File: src/rtl/plct_pkg.sv
// plct_pkg: shared constants and result type for the paged lru cache tracker
// no dependencies; used by the interfaces, the page divider, the lru core and the top level
`default_nettype none

package plct_pkg;

    // default sizes of the block
    localparam int WAYS_DEF       = 8;
    localparam int PAGE_ITEMS_DEF = 10;
    localparam int INDEX_BITS_DEF = 16;

    // configuration register
    localparam int              CFG_W          = 4;
    localparam logic [CFG_W-1:0] CACHE_WAYS_RST = 4'd8;

    // width of reported page numbers
    localparam int PAGE_OUT_W = 13;

    // one result word
    typedef struct packed {
        logic                  hit;
        logic [PAGE_OUT_W-1:0] page_number;
        logic                  evicted;
        logic [PAGE_OUT_W-1:0] evicted_page;
    } result_t;

endpackage

`default_nettype wire

File: src/rtl/plct_if.sv
// plct_if: valid/ready channel interfaces for request and result words
// depends on plct_pkg for default widths
`default_nettype none

interface plct_item_if #(
    parameter int INDEX_BITS = plct_pkg::INDEX_BITS_DEF
);
    logic                  valid;
    logic                  ready;
    logic [INDEX_BITS-1:0] item_index;

    modport source (output valid, output item_index, input ready);
    modport sink   (input valid, input item_index, output ready);
endinterface

interface plct_result_if;
    logic                            valid;
    logic                            ready;
    logic                            hit;
    logic [plct_pkg::PAGE_OUT_W-1:0] page_number;
    logic                            evicted;
    logic [plct_pkg::PAGE_OUT_W-1:0] evicted_page;

    modport source (output valid, output hit, output page_number, output evicted,
                    output evicted_page, input ready);
    modport sink   (input valid, input hit, input page_number, input evicted,
                    input evicted_page, output ready);
endinterface

`default_nettype wire

File: src/rtl/paged_lru_cache_tracker_top.sv
// paged_lru_cache_tracker_top: page divider feeding a fully associative lru tracker
// depends on plct_pkg, plct_if, plct_page_div and plct_lru_core
//
//   channel  | dir | payload                                         | handshake
//   ---------+-----+-------------------------------------------------+------------
//   item     | in  | item_index                                      | valid/ready
//   result   | out | hit, page_number, evicted, evicted_page         | valid/ready
//   cfg      | in  | cfg_wdata -> cache_ways                         | cfg_we
//
// one word accepted per cycle while the result channel is not stalled; a result word
// passes index register, quotient estimate, page register, lookup into result register
// the lookup and age/tag update are combinational, registered with the result register
// reset clears all valid bits, ages and the occupancy count; cache_ways resets to 8
// a stalled result stalls the stages behind it only as far as they are full
`default_nettype none

module paged_lru_cache_tracker_top #(
    parameter int WAYS       = plct_pkg::WAYS_DEF,
    parameter int PAGE_ITEMS = plct_pkg::PAGE_ITEMS_DEF,
    parameter int INDEX_BITS = plct_pkg::INDEX_BITS_DEF
) (
    input  wire logic                       clk,
    input  wire logic                       rst_n,
    plct_item_if.sink                       item,
    plct_result_if.source                   result,
    input  wire logic                       cfg_we,
    input  wire logic [plct_pkg::CFG_W-1:0] cfg_wdata
);
    localparam int CNT_W = $clog2(WAYS + 1);

    logic [plct_pkg::CFG_W-1:0] cache_ways_reg;
    logic                       page_valid, page_ready;
    logic [INDEX_BITS-1:0]      page;
    logic [CNT_W-1:0]           occupancy;
    logic [WAYS-1:0]            way_valid_vec;

    // capacity register
    always_ff @(posedge clk or negedge rst_n)
    begin
        if (!rst_n)
        begin
            cache_ways_reg <= plct_pkg::CACHE_WAYS_RST;
        end
        else if (cfg_we)
        begin
            cache_ways_reg <= cfg_wdata;
        end
    end

    // item index to page number
    plct_page_div #(
        .INDEX_BITS (INDEX_BITS),
        .PAGE_ITEMS (PAGE_ITEMS)
    ) u_div (
        .clk        (clk),
        .rst_n      (rst_n),
        .item       (item),
        .page_valid (page_valid),
        .page_ready (page_ready),
        .page       (page)
    );

    // lookup, replacement and result register
    plct_lru_core #(
        .WAYS       (WAYS),
        .INDEX_BITS (INDEX_BITS)
    ) u_core (
        .clk           (clk),
        .rst_n         (rst_n),
        .cache_ways    (cache_ways_reg),
        .page_valid    (page_valid),
        .page_ready    (page_ready),
        .page          (page),
        .result        (result),
        .occupancy     (occupancy),
        .way_valid_vec (way_valid_vec)
    );

`ifndef SYNTHESIS
    // an eviction only happens on a miss
    a_evict_is_miss: assert property (@(posedge clk) disable iff (!rst_n)
        result.valid && result.evicted |-> !result.hit)
        else $error("eviction reported on a hit");

    // evicted page field reads zero when nothing was evicted
    a_evict_page_zero: assert property (@(posedge clk) disable iff (!rst_n)
        result.valid && !result.evicted |-> result.evicted_page == '0)
        else $error("evicted_page nonzero without eviction");

    // occupancy count tracks the valid bits
    a_count_matches: assert property (@(posedge clk) disable iff (!rst_n)
        $countones(way_valid_vec) == int'(occupancy))
        else $error("occupancy count out of step with valid bits");

    // evictions replace in place, so occupancy never falls
    a_count_monotonic: assert property (@(posedge clk) disable iff (!rst_n)
        1'b1 |=> occupancy >= $past(occupancy))
        else $error("occupancy decreased");
`endif

endmodule

`default_nettype wire

File: src/rtl/plct_page_div.sv
// plct_page_div: three-stage pipeline turning an item index into a page number
// depends on plct_pkg and plct_item_if
`default_nettype none

module plct_page_div #(
    parameter int INDEX_BITS = plct_pkg::INDEX_BITS_DEF,
    parameter int PAGE_ITEMS = plct_pkg::PAGE_ITEMS_DEF
) (
    input  wire logic           clk,
    input  wire logic           rst_n,
    plct_item_if.sink           item,
    output logic                page_valid,
    input  wire logic           page_ready,
    output logic [INDEX_BITS-1:0] page
);
    // reciprocal of the page size scaled by 2^INDEX_BITS, rounded down
    localparam int RECIP_W = INDEX_BITS + 1;
    localparam longint unsigned RECIP_FULL = (64'd1 << INDEX_BITS) / 64'(PAGE_ITEMS);
    localparam logic [RECIP_W-1:0] RECIP = RECIP_W'(RECIP_FULL);
    localparam int PROD_W  = INDEX_BITS + RECIP_W;
    localparam int PI_W    = $clog2(PAGE_ITEMS + 1);
    localparam int BACK_W  = INDEX_BITS + PI_W;
    localparam int REM_W   = (INDEX_BITS > PI_W) ? INDEX_BITS : PI_W;

    logic                  v0_reg, v1_reg, v2_reg;
    logic [INDEX_BITS-1:0] idx0_reg, idx1_reg;
    logic [INDEX_BITS-1:0] quo1_reg, page2_reg;
    logic                  rdy0, rdy1, rdy2;
    logic [PROD_W-1:0]     prod;
    logic [INDEX_BITS-1:0] quo_est;
    logic [BACK_W-1:0]     back_full;
    logic [INDEX_BITS-1:0] rem;
    logic [INDEX_BITS-1:0] page_next;

    // stage ready chain
    assign rdy2       = !v2_reg || page_ready;
    assign rdy1       = !v1_reg || rdy2;
    assign rdy0       = !v0_reg || rdy1;
    assign item.ready = rdy0;

    // quotient estimate, low by at most one
    always_comb
    begin
        prod    = PROD_W'(idx0_reg) * PROD_W'(RECIP);
        quo_est = INDEX_BITS'(prod >> INDEX_BITS);
    end

    // remainder check and correction
    always_comb
    begin
        back_full = BACK_W'(quo1_reg) * BACK_W'(PAGE_ITEMS);
        rem       = idx1_reg - INDEX_BITS'(back_full);
        if (REM_W'(rem) >= REM_W'(PAGE_ITEMS))
        begin
            page_next = quo1_reg + INDEX_BITS'(1);
        end
        else
        begin
            page_next = quo1_reg;
        end
    end

    // stage valid flags
    always_ff @(posedge clk or negedge rst_n)
    begin
        if (!rst_n)
        begin
            v0_reg <= 1'b0;
            v1_reg <= 1'b0;
            v2_reg <= 1'b0;
        end
        else
        begin
            if (rdy0)
            begin
                v0_reg <= item.valid;
            end
            if (rdy1)
            begin
                v1_reg <= v0_reg;
            end
            if (rdy2)
            begin
                v2_reg <= v1_reg;
            end
        end
    end

    // stage payload
    always_ff @(posedge clk)
    begin
        if (rdy0)
        begin
            idx0_reg <= item.item_index;
        end
        if (rdy1)
        begin
            idx1_reg <= idx0_reg;
            quo1_reg <= quo_est;
        end
        if (rdy2)
        begin
            page2_reg <= page_next;
        end
    end

    assign page_valid = v2_reg;
    assign page       = page2_reg;

endmodule

`default_nettype wire

File: src/rtl/plct_lru_core.sv
// plct_lru_core: way tags, ages and valid bits; one lookup and update per cycle while the result is not stalled
// depends on plct_pkg and plct_result_if
`default_nettype none

module plct_lru_core #(
    parameter int WAYS       = plct_pkg::WAYS_DEF,
    parameter int INDEX_BITS = plct_pkg::INDEX_BITS_DEF,
    localparam int CNT_W     = $clog2(WAYS + 1)
) (
    input  wire logic                       clk,
    input  wire logic                       rst_n,
    input  wire logic [plct_pkg::CFG_W-1:0] cache_ways,
    input  wire logic                       page_valid,
    output logic                            page_ready,
    input  wire logic [INDEX_BITS-1:0]      page,
    plct_result_if.source                   result,
    output logic [CNT_W-1:0]                occupancy,
    output logic [WAYS-1:0]                 way_valid_vec
);
    localparam int AGE_W = (WAYS > 1) ? $clog2(WAYS) : 1;
    localparam int CMP_W = (CNT_W > plct_pkg::CFG_W) ? CNT_W : plct_pkg::CFG_W;

    logic [INDEX_BITS-1:0] way_page_reg [WAYS];
    logic [WAYS-1:0]       way_valid_reg, way_valid_next;
    logic [AGE_W-1:0]      way_age_reg [WAYS];
    logic [AGE_W-1:0]      way_age_next [WAYS];
    logic [CNT_W-1:0]      count_reg, count_next;
    plct_pkg::result_t     res_reg, res_next;
    logic                  res_valid_reg, res_valid_next;

    logic                  lookup;
    logic [WAYS-1:0]       match, old_vec;
    logic                  hit_any, full, evict;
    logic [AGE_W-1:0]      found_idx, victim_idx, free_idx, target_idx;
    logic [AGE_W-1:0]      hit_age, oldest_age;
    logic [CMP_W-1:0]      cfg_ext, cap;

    assign page_ready = !res_valid_reg || result.ready;
    assign lookup     = page_valid && page_ready;

    // tag compare and oldest-rank search, one per way
    always_comb
    begin
        oldest_age = AGE_W'(count_reg - CNT_W'(1));
        for (int w = 0; w < WAYS; w++)
        begin
            match[w]   = way_valid_reg[w] && (way_page_reg[w] == page);
            old_vec[w] = way_valid_reg[w] && (way_age_reg[w] == oldest_age);
        end
        hit_any = |match;
    end

    // lowest-numbered matching, oldest and free ways
    always_comb
    begin
        found_idx  = '0;
        victim_idx = '0;
        free_idx   = '0;
        for (int w = WAYS - 1; w >= 0; w--)
        begin
            if (match[w])
            begin
                found_idx = AGE_W'(w);
            end
            if (old_vec[w])
            begin
                victim_idx = AGE_W'(w);
            end
            if (!way_valid_reg[w])
            begin
                free_idx = AGE_W'(w);
            end
        end
        hit_age = way_age_reg[found_idx];
    end

    // effective capacity: zero acts as one, saturate at the way count
    always_comb
    begin
        cfg_ext = CMP_W'(cache_ways);
        if (cfg_ext == '0)
        begin
            cap = CMP_W'(1);
        end
        else if (cfg_ext > CMP_W'(WAYS))
        begin
            cap = CMP_W'(WAYS);
        end
        else
        begin
            cap = cfg_ext;
        end
        full       = CMP_W'(count_reg) >= cap;
        evict      = !hit_any && full;
        target_idx = evict ? victim_idx : free_idx;
    end

    // next ages, valid bits and occupancy
    always_comb
    begin
        way_valid_next = way_valid_reg;
        count_next     = count_reg;
        for (int w = 0; w < WAYS; w++)
        begin
            way_age_next[w] = way_age_reg[w];
        end
        if (lookup)
        begin
            if (hit_any)
            begin
                for (int w = 0; w < WAYS; w++)
                begin
                    if (way_valid_reg[w] && (way_age_reg[w] < hit_age))
                    begin
                        way_age_next[w] = way_age_reg[w] + AGE_W'(1);
                    end
                end
                way_age_next[found_idx] = '0;
            end
            else
            begin
                for (int w = 0; w < WAYS; w++)
                begin
                    if (way_valid_reg[w])
                    begin
                        way_age_next[w] = way_age_reg[w] + AGE_W'(1);
                    end
                end
                way_age_next[target_idx]   = '0;
                way_valid_next[target_idx] = 1'b1;
                if (!evict)
                begin
                    count_next = count_reg + CNT_W'(1);
                end
            end
        end
    end

    // result word
    always_comb
    begin
        res_next.hit          = hit_any;
        res_next.page_number  = plct_pkg::PAGE_OUT_W'(page);
        res_next.evicted      = evict;
        res_next.evicted_page = evict ? plct_pkg::PAGE_OUT_W'(way_page_reg[victim_idx]) : '0;
        if (lookup)
        begin
            res_valid_next = 1'b1;
        end
        else if (result.ready)
        begin
            res_valid_next = 1'b0;
        end
        else
        begin
            res_valid_next = res_valid_reg;
        end
    end

    // control state
    always_ff @(posedge clk or negedge rst_n)
    begin
        if (!rst_n)
        begin
            way_valid_reg <= '0;
            count_reg     <= '0;
            res_valid_reg <= 1'b0;
            for (int w = 0; w < WAYS; w++)
            begin
                way_age_reg[w] <= '0;
            end
        end
        else
        begin
            way_valid_reg <= way_valid_next;
            count_reg     <= count_next;
            res_valid_reg <= res_valid_next;
            for (int w = 0; w < WAYS; w++)
            begin
                way_age_reg[w] <= way_age_next[w];
            end
        end
    end

    // tags and result payload
    always_ff @(posedge clk)
    begin
        if (lookup)
        begin
            res_reg <= res_next;
            if (!hit_any)
            begin
                way_page_reg[target_idx] <= page;
            end
        end
    end

    assign result.valid        = res_valid_reg;
    assign result.hit          = res_reg.hit;
    assign result.page_number  = res_reg.page_number;
    assign result.evicted      = res_reg.evicted;
    assign result.evicted_page = res_reg.evicted_page;

    assign occupancy     = count_reg;
    assign way_valid_vec = way_valid_reg;

endmodule

`default_nettype wire

File: src/flat_wrapper.sv
// flat-port wrapper written by rule: the top's interface ports become plain ports
module paged_lru_cache_tracker_top_flat 
#(
    parameter int WAYS       = plct_pkg::WAYS_DEF,
    parameter int PAGE_ITEMS = plct_pkg::PAGE_ITEMS_DEF,
    parameter int INDEX_BITS = plct_pkg::INDEX_BITS_DEF
)
  (clk, rst_n, cfg_we, cfg_wdata, item_valid, item_item_index, item_ready, result_valid, result_hit, result_page_number, result_evicted, result_evicted_page, result_ready);
  plct_item_if #(.INDEX_BITS(INDEX_BITS)) item_i ();
  plct_result_if result_i ();
  input  wire logic clk;
  input  wire logic rst_n;
  input  wire logic cfg_we;
  input  wire logic [plct_pkg::CFG_W-1:0] cfg_wdata;
  input wire logic [$bits(item_i.valid)-1:0] item_valid;
  input wire logic [$bits(item_i.item_index)-1:0] item_item_index;
  output wire logic [$bits(item_i.ready)-1:0] item_ready;
  output wire logic [$bits(result_i.valid)-1:0] result_valid;
  output wire logic [$bits(result_i.hit)-1:0] result_hit;
  output wire logic [$bits(result_i.page_number)-1:0] result_page_number;
  output wire logic [$bits(result_i.evicted)-1:0] result_evicted;
  output wire logic [$bits(result_i.evicted_page)-1:0] result_evicted_page;
  input wire logic [$bits(result_i.ready)-1:0] result_ready;
  assign item_i.valid = item_valid;
  assign item_i.item_index = item_item_index;
  assign item_ready = item_i.ready;
  assign result_valid = result_i.valid;
  assign result_hit = result_i.hit;
  assign result_page_number = result_i.page_number;
  assign result_evicted = result_i.evicted;
  assign result_evicted_page = result_i.evicted_page;
  assign result_i.ready = result_ready;
  paged_lru_cache_tracker_top #(.WAYS(WAYS), .PAGE_ITEMS(PAGE_ITEMS), .INDEX_BITS(INDEX_BITS)) u_core (.clk(clk), .rst_n(rst_n), .item(item_i), .result(result_i), .cfg_we(cfg_we), .cfg_wdata(cfg_wdata));
endmodule
File: config.mk
export PLATFORM = sky130hd
export DESIGN_NAME = paged_lru_cache_tracker_top_flat
export DESIGN_NICKNAME = d
export VERILOG_FILES = /design/src/rtl/plct_pkg.sv /design/src/rtl/plct_if.sv /design/src/rtl/paged_lru_cache_tracker_top.sv /design/src/rtl/plct_page_div.sv /design/src/rtl/plct_lru_core.sv /design/src/flat_wrapper.sv
export SDC_FILE = /design/constraint.sdc
export NUM_CORES = 1
export LEC_CHECK = 0
export BUFFER_PORTS_ARGS = -buffer_cell sky130_fd_sc_hd__buf_4
export CORE_MARGIN = 1.5
export CORE_UTILIZATION = 45
export CTS_BUF_LIST = sky130_fd_sc_hd__clkbuf_16
export CTS_CLUSTER_SIZE = 8
export DETAILED_ROUTE_END_ITERATION = 10
export PLACE_DENSITY_LB_ADDON = 0.08
export SYNTH_ARGS = -nofsm -noshare
export SYNTH_HDL_FRONTEND = slang
export SYNTH_SLANG_ARGS = --single-unit
File: constraint.sdc
create_clock -name clk -period 10.3 [get_ports clk]
set_input_delay 0.515 -clock clk [delete_from_list [all_inputs] [get_ports clk]]
set_output_delay 0.515 -clock clk [all_outputs]
set_load 0.01 [all_outputs]
# Yosys cells after proc, flatten, opt, wreduce, memory -nomap -nowiden
# Memories as Yosys holds them, arrays and structs flattened. A register that Yosys moved wholly into a read port is not among the register bits.
# Cells that the tools add are included.
# word_totals
regBits,118
ram_bits,112
inputBits,25
memories,1
# mem_list
memory,depth,width,rd,rd_clocked_by_memory_dff,write_ports,line_no,rtl
u_core.u_core.way_page_reg,8,14,9,1,1,plct_lru_core.sv:23,logic [INDEX_BITS-1:0] way_page_reg [WAYS];
# op_classes
addsub,12
n_mul,2
order_cmp,17
n_eq_ne,16
n_mux,91
n_bitwise,9
n_reduce_logical,44
# ops
op,n
$mux 3,77
$eq 16x14->1,8
$and 24x24->24,2
$not 24->24,2
$logic_and 1x1->1,29
$mul 16x13->29 const B,1
$add 3x1->3 const B,8
$eq 3x3->1,8
$lt 3x3->1,8
$mux 24,1
$demux 3 s3,2
$ge 16x4->1 const B,1
$sub 16x16->16,1
$mul 13x3->15 const B,1
$add 13x1->14 const B,1
$mux 13,1
$bmux 3 s3,1
$ge 4x4->1 const B,2
$lt 4x1->1 const B,2
$mux 4,2
$not 3->4,2
$or 8x8->8,1
$reduce_or 8->1,1
$logic_not 1->1,6
14 further kinds,23

# Logic depth before layout (Yosys ltp)
# An unclocked memory read counts as a cell.
# depth
word_depth,22
depth_mapped,22
ltp_nobuf,21

# Modules after synthesis
# Synthesis repeated with hierarchy kept, for this count alone.
# hier_totals
hier_cells,1695
hier_area_um2,18587.8
# modules_own_cells
module,n_inst,cells_per_inst,area_per_inst_um2
plct_lru_core,1,1046,11602.4
plct_page_div,1,641,6839.1
paged_lru_cache_tracker_top,1,8,146.4

# Worst setup path before layout
# Ideal clock, no wire load.
# synth_timing
path_type,reg-to-reg
startpoint,register u_core.u_div.idx0_reg[7]
endpoint,register u_core.u_div.quo1_reg[12] (data pin)
setup_time_ns,0.260
arrival_ns,5.521
path_slack_ns,4.519
path_stages_with_launch,22
cell_sequence,edfxtp_1 > ha_1 > inv_1 > fa_1 > inv_1 > fa_1 > inv_1 > fa_1 > fa_1 > inv_1 > ha_1 > a211oi_1 > nand2_1 > a21oi_1 > o31ai_1 > and4_1 > a2111oi_0 > o21ai_0 > nand4_1 > nand4b_1 > a21oi_1 > xnor2_1
# synth_between
elab_chain_cells,1
# synth_rtl
element,line_no,rtl
from (decl),plct_page_div.sv:26,"logic [INDEX_BITS-1:0] idx0_reg, idx1_reg;"
from (signal assigned),plct_page_div.sv:94,idx0_reg <= item.item_index;
$mul 16x13->29,plct_page_div.sv:44,prod = PROD_W'(idx0_reg) * PROD_W'(RECIP);
net u_core.u_div.prod[28],plct_page_div.sv:29,logic [PROD_W-1:0] prod;
to (signal assigned),plct_page_div.sv:99,quo1_reg <= quo_est;
to (decl),plct_page_div.sv:27,"logic [INDEX_BITS-1:0] quo1_reg, page2_reg;"
# The timed path passes the listed nets, and every way through them passes these cells.
# A chain may end at the register's enable or synchronous reset.

# Worst setup path in the final report
# Ends and elaborated chain as after synthesis.

==> results.cfg <==
[grt]
grt_pass1_vias = 12310
grt_max_degree = 59
gr-total-overflow = 0
grt_pass1_wl_um = 69910
grt_util_all_layers_pct = 22.44
antenna_found_initial = 0

[timing]
slew_headroom_pct = 25.98
fmax_mhz = 153.1
grt_setup_unrepaired = false
worst_pin_slew_ps = 1096
min_period_ps = 6533
fin_setup_tns_ps = 0
finalCritPeriodShare_pct = 63.42
finalSetupViolations = 0
hold_slack_ps = -15.46
finClkSkew_ps = 24.23
hold_viol = 32
slew_violations = 0

[final_layout]
drive_gt1_share_pct = 10.68
nets = 1928
n_antenna_cell = 0
areaGrowthSynthToFinish_pct = 11.17
fillers = 3483
largest_reg_flops = 112

[synth]
synth.area.mux_share_pct = 3.971
synthArstFlopShare_pct = 18.18
synthFlopType = edfxtp_1
synth_area_leaders = edfxtp_1, ha_1, xnor2_1, fa_1, dfrtp_1
synth-compound-area-share_pct = 9.400
postSynthAreaPerCell_um2 = 10.78
synth_top_family_by_area = adder cells
ys_warn_count = 0
yosys.cell_count.top_type = edfxtp_1
synth_area_leader_cell = edfxtp_1
synth_top_area_share_pct = 34.00
synth_area_mm2 = 0.01749
syn_nets = 1868
synthSimpleGateAreaFrac_pct = 12.76
synth_edf_count = 198
yosysSeqAreaShare_pct = 40.30
synth-xor-area-share_pct = 9.916
ys_top_cells_by_count = edfxtp_1, inv_1, ha_1, xnor2_1, nor2_1
synth_seq_cells = 242
yosys.cell_types.count = 69
yosys.area_share.adder_pct = 18.27
syn_inst = 1623

[run]
maxCapViolCount = 0

[routing]
drt_pass1_iterations = 5
vias = 12210
viasPerCell = 5.516
ant_nets = 0
wl_per_cell_um = 20.00
drt_iter0_drc = 664
wl_um = 44250
drcViolationCount = 0

[critical_path]
crit_path_start_kind = flip-flop
crit_arrival_ps = 6820
worstPathMaxFanout = 6
crit_path_max_incr_delay_ps = 840
path_cells = ha_1 -> inv_1 -> fa_1 -> inv_1 -> fa_1 -> inv_1 -> fa_1 -> fa_1 -> inv_1 -> ha_1 -> a211oi_1 -> nand2_1 -> a21oi_1 -> o31ai_1 -> and4_1 -> a2111oi_0 -> o21ai_0 -> nand4_1 -> nand4b_1 -> a21oi_1 -> xnor2_1
critPathBufInv = 4
critPathSlowestCell = a2111oi_0
critPathRequiredTime_ps = 10590
worst-setup-path-type = flip-flop to flip-flop
crit_family = adder cells
end_kind = flip-flop

[die]
die_x_um = 200.1
start_util_pct = 45.47
ios = 55
fp.dieArea_mm2 = 0.04006
dieHeight_um = 200.1
core_area_mm2 = 0.03847
rows = 72

[min_path]
hp-class = input pin to async pin

[cts]
cts_tree = yes
cts_setup_buffers = 0
clockBufferDepth = 3
hold_buffers = 0
htree_num_levels = 2
clk_pin_slew_ps = 50
clk_latency_ps = 560
clock-root-buffer = clkbuf_16
cts.sinks = 242
numCtsBuffers = 36
ctsResizeCount = 0

[placed_design]
portBuffers = 54
routabilityCongestion = 0.8889
dp.final_hpwl_um = 33280

[outcome]
status = complete, but fails checks
violations = hold timing
-- layer usage --
layer	track usage [%]	vias up	share of wire (%)
li1	-	5953	-
met1	28.54	5920	43
met2	39.35	265	50
met3	3.645	68	4.2
met4	6.385	0	2.4
met5	0	-	0
-- per-stage QoR --
stage / instance area [µm²] / hold slack [ps] / utilization (%) / worst slack [ps] / cells
global placement: 18440 / 464.6 / 47.92 / 3778 / 2163
detailed placement: 18440 / 451.1 / 47.92 / 3747 / 2163
global route: 19440 / 23.63 / 50.55 / 3244 / 2213
CTS: 19440 / 4.582 / 50.55 / 3679 / 2213
floorplan: 17490 / 219.4 / - / 4519 / 1623
finish: 19440 / -15.46 / 50.55 / 3767 / 2213
-- cells in the final DEF, fill, tap and decap left out, types with 15 or more instances in the layout --
master,count
ha_1,161
a21oi_1,75
nand2_1,69
buf_4,75
nand2b_1,18
inv_1,180
nand4_1,59
nor3_1,40
a211oi_1,15
dfrtp_1,43
xnor2_1,151
xor2_1,34
edfxtp_1,198
nor4_1,19
clkbuf_16,36
mux2_2,35
o21ai_0,37
nand3_1,41
mux2i_1,30
nor2_1,109
fa_1,59
-- final timing paths --
check / startpoint / endpoint / slack (ps) / cells after the start
max in group asynchronous: rst_n / u_core.u_core.way_valid_vec[3] / 9890 / 1
setup reg to reg: u_core.u_div.idx0_reg[7] / u_core.u_div.quo1_reg[12] / 3770 / 21
hold reg to reg: u_core.u_div.v0_reg / u_core.u_div.v1_reg / 460 / 1
hold / removal: rst_n / u_core.u_core.way_age_reg[2] / -20 / 1
min in group clk: item_item_index[4] / u_core.u_div.idx0_reg[4] / 130 / 1
setup / recovery: u_core.u_div.idx0_reg[7] / u_core.u_div.quo1_reg[12] / 3770 / 21
-- cell type report --
cell class / count / area, µm² / share of cell area, %
tap: 518 / 648.1 / 3.333
timing repair buffer: 75 / 563.0 / 2.896
sequential: 242 / 7048 / 36.25
clock inverter: 14 / 107.6 / 0.5534
clock buffer: 36 / 900.9 / 4.633
multi-input combinational: 1156 / 9530 / 49.02
inverter: 172 / 645.6 / 3.320
-- worst register-to-register path, stage by stage (launching register included) --
cell       delay, ps
edfxtp_1         500
ha_1             330
inv_1             70
fa_1             540
inv_1             50
fa_1             520
inv_1             50
fa_1             500
fa_1             540
inv_1             40
ha_1             330
a211oi_1         210
nand2_1           80
a21oi_1          200
o31ai_1          190
and4_1           240
a2111oi_0        840
o21ai_0          380
nand4_1          190
nand4b_1         150
a21oi_1          210
xnor2_1           80
-- kinds of logic (layout without fill, tap and decap cells) --
| logic type | after synthesis | after routing |
|---|---|---|
| fa+ha+maj | 220 | 220 |
| buf+inv | 225 | 297 |
| simple gates | 431 | 431 |
| xor+xnor | 192 | 192 |
| flops | 242 | 242 |
| compound gates | 248 | 248 |
| mux | 65 | 65 |
Power is left out: the tool's default activity adds up to more than one toggle a clock period on the data nets, which glitch-free logic cannot reach.
